[src/sv/miq_pkg.sv]
package miq_pkg;

    localparam int OPCODE_W     = 2;
    localparam int ID_W         = 16;
    localparam int STATUS_W     = 2;
    localparam int OCC_W        = 11;
    localparam int CAPACITY_DEF = 1024;
    localparam int ID_BITS_DEF  = 16;

    localparam logic [OPCODE_W-1:0] OP_PUSH_BACK = 2'd0;
    localparam logic [OPCODE_W-1:0] OP_PUSH_MID  = 2'd1;
    localparam logic [OPCODE_W-1:0] OP_POP       = 2'd2;

    localparam logic [STATUS_W-1:0] STAT_PUSHED = 2'd0;
    localparam logic [STATUS_W-1:0] STAT_POPPED = 2'd1;
    localparam logic [STATUS_W-1:0] STAT_EMPTY  = 2'd2;
    localparam logic [STATUS_W-1:0] STAT_FULL   = 2'd3;

    typedef struct packed {
        logic [OPCODE_W-1:0] opcode;
        logic [ID_W-1:0]     item_id;
    } cmd_t;

    typedef struct packed {
        logic [STATUS_W-1:0] status;
        logic [ID_W-1:0]     popped_id;
        logic [OCC_W-1:0]    occupancy;
    } result_t;

endpackage

[src/sv/miq_ctrl.sv]
module miq_ctrl
    import miq_pkg::*;
#(
    parameter int CAPACITY = CAPACITY_DEF,
    parameter int ID_BITS  = ID_BITS_DEF,
    parameter int IDX_W    = 9
) (
    input  logic               clk,
    input  logic               rst_n,
    input  logic               start,
    input  cmd_t               cmd,
    output logic               busy,
    output logic               done,
    output result_t            result,
    output logic               rd_en,
    output logic [IDX_W-1:0]   front_raddr,
    input  logic [ID_BITS-1:0] front_rdata,
    output logic               front_we,
    output logic [IDX_W-1:0]   front_waddr,
    output logic [ID_BITS-1:0] front_wdata,
    output logic [IDX_W-1:0]   back_raddr,
    input  logic [ID_BITS-1:0] back_rdata,
    output logic               back_we,
    output logic [IDX_W-1:0]   back_waddr,
    output logic [ID_BITS-1:0] back_wdata
);

    localparam int HALF  = (CAPACITY + 1) / 2;
    localparam int CNT_W = $clog2(HALF + 1);
    localparam int TOT_W = $clog2(CAPACITY + 1);

    typedef enum logic [1:0] {
        S_IDLE = 2'b01,
        S_EXEC = 2'b10
    } state_t;

    state_t              state_reg, state_next;
    logic [IDX_W-1:0]    fh_reg, fh_next, bh_reg, bh_next;
    logic [CNT_W-1:0]    fc_reg, fc_next, bc_reg, bc_next;
    logic [OPCODE_W-1:0] op_reg;
    logic [ID_BITS-1:0]  id_reg;
    logic                done_reg, done_next;
    result_t             res_reg, res_next;

    logic                accept;
    logic [ID_BITS+ID_W-1:0] id_ext;
    logic [ID_BITS+ID_W-1:0] pop_ext;
    logic [TOT_W-1:0]    total, total_next;
    logic [TOT_W+OCC_W-1:0] occ_ext;
    logic                is_pop, is_mid, full, equal, empty;
    logic [IDX_W:0]      front_sum, back_sum;
    logic [IDX_W-1:0]    front_tail, back_tail, fh_inc, bh_inc, bh_dec;

    assign accept = start && (state_reg == S_IDLE);
    assign busy   = (state_reg == S_EXEC);
    assign done   = done_reg;
    assign result = res_reg;

    assign rd_en       = accept;
    assign front_raddr = fh_reg;
    assign back_raddr  = bh_reg;

    assign id_ext  = (ID_BITS + ID_W)'(cmd.item_id);
    assign pop_ext = (ID_BITS + ID_W)'(front_rdata);

    // circular index arithmetic, half depth need not be a power of two
    assign front_sum  = {1'b0, fh_reg} + (IDX_W + 1)'(fc_reg);
    assign back_sum   = {1'b0, bh_reg} + (IDX_W + 1)'(bc_reg);
    assign front_tail = (front_sum >= (IDX_W + 1)'(HALF)) ?
                        IDX_W'(front_sum - (IDX_W + 1)'(HALF)) : IDX_W'(front_sum);
    assign back_tail  = (back_sum >= (IDX_W + 1)'(HALF)) ?
                        IDX_W'(back_sum - (IDX_W + 1)'(HALF)) : IDX_W'(back_sum);
    assign fh_inc = (fh_reg == IDX_W'(HALF - 1)) ? '0 : fh_reg + IDX_W'(1);
    assign bh_inc = (bh_reg == IDX_W'(HALF - 1)) ? '0 : bh_reg + IDX_W'(1);
    assign bh_dec = (bh_reg == '0) ? IDX_W'(HALF - 1) : bh_reg - IDX_W'(1);

    assign is_pop = op_reg[1];
    assign is_mid = !op_reg[1] && op_reg[0];
    assign total  = TOT_W'(fc_reg) + TOT_W'(bc_reg);
    assign full   = (total >= TOT_W'(CAPACITY));
    assign equal  = (fc_reg == bc_reg);
    assign empty  = (fc_reg == '0);

    always_comb
    begin
        state_next  = state_reg;
        fh_next     = fh_reg;
        bh_next     = bh_reg;
        fc_next     = fc_reg;
        bc_next     = bc_reg;
        done_next   = 1'b0;
        res_next    = res_reg;
        total_next  = '0;
        occ_ext     = '0;
        front_we    = 1'b0;
        front_waddr = front_tail;
        front_wdata = id_reg;
        back_we     = 1'b0;
        back_waddr  = back_tail;
        back_wdata  = id_reg;
        case (state_reg)
            S_IDLE:
            begin
                if (start)
                begin
                    state_next = S_EXEC;
                end
            end
            S_EXEC:
            begin
                state_next = S_IDLE;
                done_next  = 1'b1;
                res_next.popped_id = '0;
                if (is_pop)
                begin
                    if (empty)
                    begin
                        res_next.status = STAT_EMPTY;
                    end
                    else
                    begin
                        res_next.status    = STAT_POPPED;
                        res_next.popped_id = pop_ext[ID_W-1:0];
                        fh_next = fh_inc;
                        if (equal)
                        begin
                            // back half front moves over to refill the front half
                            front_we    = 1'b1;
                            front_wdata = back_rdata;
                            bh_next     = bh_inc;
                            bc_next     = bc_reg - CNT_W'(1);
                        end
                        else
                        begin
                            fc_next = fc_reg - CNT_W'(1);
                        end
                    end
                end
                else if (full)
                begin
                    res_next.status = STAT_FULL;
                end
                else if (!is_mid)
                begin
                    res_next.status = STAT_PUSHED;
                    back_we = 1'b1;
                    if (equal)
                    begin
                        front_we    = 1'b1;
                        front_wdata = (bc_reg == '0) ? id_reg : back_rdata;
                        fc_next     = fc_reg + CNT_W'(1);
                        bh_next     = bh_inc;
                    end
                    else
                    begin
                        bc_next = bc_reg + CNT_W'(1);
                    end
                end
                else
                begin
                    res_next.status = STAT_PUSHED;
                    if (equal)
                    begin
                        front_we = 1'b1;
                        fc_next  = fc_reg + CNT_W'(1);
                    end
                    else
                    begin
                        back_we    = 1'b1;
                        back_waddr = bh_dec;
                        bh_next    = bh_dec;
                        bc_next    = bc_reg + CNT_W'(1);
                    end
                end
                total_next = TOT_W'(fc_next) + TOT_W'(bc_next);
                occ_ext    = (TOT_W + OCC_W)'(total_next);
                res_next.occupancy = occ_ext[OCC_W-1:0];
            end
            default:
            begin
                state_next = S_IDLE;
            end
        endcase
    end

    always_ff @(posedge clk or negedge rst_n)
    begin
        if (!rst_n)
        begin
            state_reg <= S_IDLE;
            fh_reg    <= '0;
            bh_reg    <= '0;
            fc_reg    <= '0;
            bc_reg    <= '0;
            done_reg  <= 1'b0;
        end
        else
        begin
            state_reg <= state_next;
            fh_reg    <= fh_next;
            bh_reg    <= bh_next;
            fc_reg    <= fc_next;
            bc_reg    <= bc_next;
            done_reg  <= done_next;
        end
    end

    always_ff @(posedge clk)
    begin
        res_reg <= res_next;
        if (accept)
        begin
            op_reg <= cmd.opcode;
            id_reg <= id_ext[ID_BITS-1:0];
        end
    end

endmodule

[config.mk]
export PLATFORM = sky130hd
export DESIGN_NAME = miq_ctrl
export DESIGN_NICKNAME = d
export VERILOG_FILES = /design/src/sv/miq_pkg.sv /design/src/sv/miq_ctrl.sv
export SDC_FILE = /design/constraint.sdc
export NUM_CORES = 1
export LEC_CHECK = 0
export BUFFER_PORTS_ARGS = -buffer_cell sky130_fd_sc_hd__buf_2
export CAP_MARGIN = 20
export CORE_MARGIN = 2
export CORE_UTILIZATION = 55
export CTS_BUF_LIST = sky130_fd_sc_hd__clkbuf_4
export CTS_CLUSTER_DIAMETER = 100
export DETAILED_ROUTE_END_ITERATION = 8
export PLACE_DENSITY = 0.82
export SLEW_MARGIN = 20
export SYNTH_ARGS = -nofsm -noshare
export SYNTH_HDL_FRONTEND = slang
export SYNTH_SLANG_ARGS = --single-unit
export TNS_END_PERCENT = 1
[constraint.sdc]
create_clock -name clk -period 7.8 [get_ports clk]
set_input_delay 0.39 -clock clk [delete_from_list [all_inputs] [get_ports clk]]
set_output_delay 0.39 -clock clk [all_outputs]
set_load 0.02 [all_outputs]
Word-level counts from Yosys, hierarchy flattened
Index checks and enable logic that the tools add are counted.
- magnitude comparators: 3
- bitwise operators: 2
- divide/modulo/power cells: 0
- multiply operators: 0
- shift operators: 0
- equality and inequality tests: 9
- multiplexer cells: 52
- reduce and logical (&&, ||, !) cells: 9
- $add $sub $neg: 13
- operators with widths (kind ; number):
    2-to-1 mux 9 bit ; 16
    2-to-1 mux 16 bit ; 8
    2-to-1 mux 10 bit ; 12
    subtractor 9 x 1 -> 9 bit (second input constant) ; 3
    adder 10 x 10 -> 11 bit ; 2
    adder 10 x 1 -> 10 bit (second input constant) ; 2
    adder 9 x 10 -> 10 bit ; 2
    >= comparator 10 bit (second input constant) ; 2
    zero test 10 bit ; 2
    subtractor 10 x 1 -> 10 bit (second input constant) ; 2
    adder 9 x 1 -> 9 bit (second input constant) ; 2
    equality test 9 bit (second input constant) ; 2
    >= comparator 11 bit (second input constant) ; 1
    2-to-1 mux 1 bit ; 11
    equality test 10 bit ; 1
    2-to-1 mux 2 bit ; 5
    zero test 9 bit ; 1
    inequality test 2 bit (second input constant) ; 3
    AND reduction 4 bit ; 1
    inequality test 3 bit (second input constant) ; 1
    AND reduction 3 bit ; 1
    equality test 2 x 1 -> 1 bit (second input constant) ; 1
    equality test 2 bit (second input constant) ; 1
    logical AND 1 bit ; 2
    other kinds (3) ; 4
- bits in writable memories: 0
- memory bits (read-only): 0
- memories: 0
- latch bits: 0
- bits of input ports: 53
- word-level logic and storage cells: 99
- register bits: 88

Longest topological paths before layout
- depth after elaboration: 8
- gate-level depth with buffers: 17
- depth with buffers taken out: 16

Worst setup path after synthesis
Ideal clock, no wire load.
- path type: register -> register
- start: register fc_reg[0]
- end: register res_reg (netlist bit result[10]), data pin
- arrival: 3790 ps
- slack: 3735 ps
- library setup time: 275 ps
- cell stages (with the launch flop): 18
- period minus slack after synthesis: 4065 ps
- buffers on the path: 1
- cells stage by stage: dfrtp_1 > ha_1 > fa_1 > a21oi_1 > nand4b_1 > a31oi_2 > buf_6 > nor3_2 > nor2_1 > xnor2_1 > ha_1 > fa_1 > a21o_1 > a21oi_1 > nor2b_1 > o21a_1 > o41ai_1 > o21ai_0
- word-level cells in the longest chain between the ends: 6
- RTL lines (what ; RTL line ; source):
    start: declaration ; miq_ctrl.sv:39 ; logic [CNT_W-1:0] fc_reg, fc_next, bc_reg, bc_next;
    start signal: assignment ; miq_ctrl.sv:202 ; fc_reg <= fc_next;
    adder 10 x 10 -> 11 bit, or another cell as far along ; miq_ctrl.sv:79 ; assign total = TOT_W'(fc_reg) + TOT_W'(bc_reg);
    >= comparator 11 bit, or another cell as far along ; miq_ctrl.sv:80 ; assign full = (total >= TOT_W'(CAPACITY));
    2-to-1 mux 10 bit, on equally long branches ; miq_ctrl.sv:139, miq_ctrl.sv:116 ;
    2-to-1 mux 10 bit ; miq_ctrl.sv:114 ; if (is_pop)
    2-to-1 mux 10 bit ; miq_ctrl.sv:101 ; case (state_reg)
    adder 10 x 10 -> 11 bit (*) ; miq_ctrl.sv:175 ; total_next = TOT_W'(fc_next) + TOT_W'(bc_next);
    end signal: assignment ; miq_ctrl.sv:210 ; res_reg <= res_next;
    end: declaration ; miq_ctrl.sv:43 ; result_t res_reg, res_next;
Mark *: on every way between the ends. The rest lies on a longest branch, timed or not. The select of a mux whose other input is x is not followed.
A chain may end at the register's enable or synchronous reset.

Worst setup path in the final report
- start: register bc_reg[2]
- end: register res_reg (netlist bit result[10]), data pin
- word-level cells in the longest chain between the ends: 6
- RTL lines (what ; RTL line ; source):
    start: declaration ; miq_ctrl.sv:39 ;
    start signal: assignment ; miq_ctrl.sv:203 ; bc_reg <= bc_next;
    adder 10 x 10 -> 11 bit, or another cell as far along ; miq_ctrl.sv:79 ;
    >= comparator 11 bit, or another cell as far along ; miq_ctrl.sv:80 ;
    2-to-1 mux 10 bit, on equally long branches ; miq_ctrl.sv:139, miq_ctrl.sv:116 ;
    2-to-1 mux 10 bit ; miq_ctrl.sv:114 ;
    2-to-1 mux 10 bit ; miq_ctrl.sv:101 ;
    adder 10 x 10 -> 11 bit (*) ; miq_ctrl.sv:175 ;
Marked as above.

==> out/metrics.yaml <==
status:
  status: "completed"
sta:
  maxSlewHeadroom_pct: 42.0
  fmax_mhz: 193
  drv_slew: 0
  rsz0062_at_grt: "false"
  tightestPinTransition_ns: 0.870
  hold_violations: 0
  finClkSkew_ns: 0.0244
  fin_setup_tns_ns: 0
  layout_min_cycle_time_ns: 5.17
  setup_viol: 0
  finalCritPeriodShare_pct: 66.3
power:
  power_frac_clock_pct: 12.0
  p_int_w: 0.00104
  sw_frac_of_total_pct: 47.7
  ir_worst_vdd_uv: 128
  p_comb_share_pct: 50.9
  leakagePower_nw: 3.31
  p_switching_w: 0.000946
  total_power_w: 0.00198
  p_per_area_nw_per_um2: 273
  seqPwrFrac_pct: 37.1
die:
  io_pins: 155
  start_util_pct: 55.8
  num_rows: 39
  die_y_um: 111
  die-area_um2: 12400
  die_w_um: 111
  design.core.area_um2: 11300
drt:
  vias_per_cell: 6.16
  firstDrtPassIters: 5
  vias: 5854
  antenna_left: 0
  drt_wl_total_um: 17100
  drt_iter0_markers: 584
  avgRoutedWirePerCell_um: 18.0
  drc: 0
worst_setup_path:
  worstPathArrival_ns: 5.40
  cp_cell_sequence: "ha_1, nor4_1, nand3_1, nor3_2, nor2_1, xnor2_1, ha_1, fa_1, a21o_1, a21oi_1, nor2b_1, o21a_1, o41ai_1, o21ai_0"
  worst_setup_path_end_kind: "flop"
  cpMostUsedCell: "ha_1"
  start_kind: "flop"
  cp.required_ns: 8.02
  crit_path_max_fanout: 20
  slowest_stage: "dfrtp_1"
  crit_type: "reg2reg"
  crit_path_max_incr_delay_ns: 0.65
cts:
  cts_tree: "yes"
  htreeDepth: 3
  cts_inserted_buffers: 9
  clk_path_buf_depth: 2
  clk_pin_slew_ns: 0.16
  cts_root_buf: "clkbuf_4"
  clock_latency_ns: 0.49
  clkSinkCount: 88
worst_hold_path:
  hp-class: "in2reg"
final_layout:
  area_delta_synth_final_pct: 15.2
  n_antenna_cell: 0
  drive_gt1_share_pct: 23.8
  multi_input_area_um2: 3670
  fillers: 915
  largest_reg_flops: 29
  fin_nets: 906
  seq_area_um2: 2440
  design_area_um2: 7280
synth:
  ys_warn_count: 0
  synth_edf_count: 47
  synth-main-ff-cell: "edfxtp_1"
  postSynth.asyncResetShare_pct: 46.6
  ys_seq_area_share_pct: 38.6
  syn-num-nets: 768
  netlist_area_um2: 6320
  synth_seq_cells: 88
  synthCells: 665
  synth_cell_type_count: 73
  syn_avg_cell_area_um2: 9.50
global_routing:
  grt_pass1_vias: 5581
  grt_max_degree: 42
  grt_first_pass_wirelength_um: 27800
  antenna_found_initial: 1
  grt_use_total_pct: 27.8
  grt-ovfl-total: 0
placement:
  io_buffers: 154
  hpwl_um: 12600
  placed_area_um2: 7160
  place_congestion: 0.978
run:
  drv_cap: 0
==> stage by stage <==
step                setup slack [ns]  hold WS (ns)  util [%]  cells
floorplan                       3.74        0.0944         -    665
global placement                3.05         0.476      63.2    934
detailed placement              2.74         0.491      63.2    934
CTS                             2.73        0.0566      64.2    950
global route                    2.35        0.0402      64.3    951
finish                          2.63        0.0644      64.3    951
==> cells in the mapped netlist (5+ instances only) <==
library cell  instances  area share, %
nor2_1               56            3.3
nand2_1              53            3.1
edfxtp_1             47             22
ha_1                 46            9.1
dfrtp_1              40             16
o21ai_0              35            2.8
nand3_1              31            2.5
xnor2_1              29            4.0
a21oi_1              26            2.1
xor2_1               24            3.3
nor3_1               21            1.7
clkbuf_1             20            1.2
inv_1                18            1.1
and2_1               16            1.6
mux2_1               16            2.9
nand2b_1             15            1.5
and3_1               12            1.2
o21ai_1              10           0.79
a31oi_1               9           0.89
nor2b_1               8           0.79
a21o_1                7           0.83
nand4_1               7           0.69
or3_1                 7           0.69
or4_1                 7           0.83
buf_2                 6           0.48
nor4_1                6           0.59
o211ai_1              6           0.71
o31ai_1               5           0.59
==> power by group through the flow <==
stage	Clock [W]	Sequential, W	Combinational, W
detailed placement	0	0.000739	0.000995
global route	0.000264	0.000748	0.00110
CTS	0.000242	0.000730	0.00100
floorplan	0	0.000710	0.000718
global placement	0	0.000734	0.000977
finish	0.000239	0.000736	0.00101
==> cells in the final DEF, fill, tap and decap left out, types with 10 or more instances in the layout <==
master    instances
buf_2           153
nor2_1           56
nand3_1          31
o21ai_1          10
dfrtp_1          40
and3_1           12
nand2_1          53
xnor2_1          29
nor3_1           21
xor2_1           24
a21oi_1          26
edfxtp_1         47
mux2_1           16
and2_1           16
ha_1             46
o21ai_0          35
nand2b_1         15
inv_1            18
==> cells by family after synthesis <==
family / share of synthesized area (%)
flops: 38.6
mux: 3.50
buf+inv: 3.27
simple gates: 20.9
xor+xnor: 7.35
fa+ha+maj: 10.4
compound gates: 16.0
==> cell type report <==
cell class	instances	area share, %
multi-input cells	527	50.4
flip-flops and latches	88	33.5
repair buffers	158	11.1
well taps	143	2.46
inverters	19	0.979
clock buffers	9	0.928
clock inverters	7	0.636
==> critical path, delay by kind of cell (launching register included) <==
family                   cells  cell delay [ns]
XOR/XNOR                     1             0.16
adder cells (fa/ha/maj)      3             0.98
AND/OR/NAND/NOR              5             1.78
AO/OA/AOI/OAI                5             1.32
flip-flops                   1             0.65
==> final timing paths <==
check | start | to | slack, ns | depth (start not counted)
worst max-delay path | bc_reg[2] | result[10] | 2.63 | 14
worst min-delay path | cmd[2] | back_wdata[2] | 0.06 | 1
worst max register to register | bc_reg[2] | result[10] | 2.63 | 14
worst min register to register | state_reg[1] | state_reg[0] | 0.52 | 1
max in group asynchronous | rst_n | fc_reg[3] | 6.95 | 2
min in group asynchronous | rst_n | bc_reg[4] | 0.41 | 2
==> per-layer routing <==
layer	wire [um]	vias up	GRT usage [%]
met5	0	-	0
met4	385	0	9.96
met3	1920	48	7.98
met2	7620	385	43.2
met1	7190	2699	37.5
li1	-	2722	-
==> timing repair <==
item,4_1_cts,5_1_grt
hold buffers,0,1
buffers inserted,0,0
endpoints found under the hold margin,0,40
gates resized for setup,0,0
Note: power is estimated with default switching activity, not from simulation.
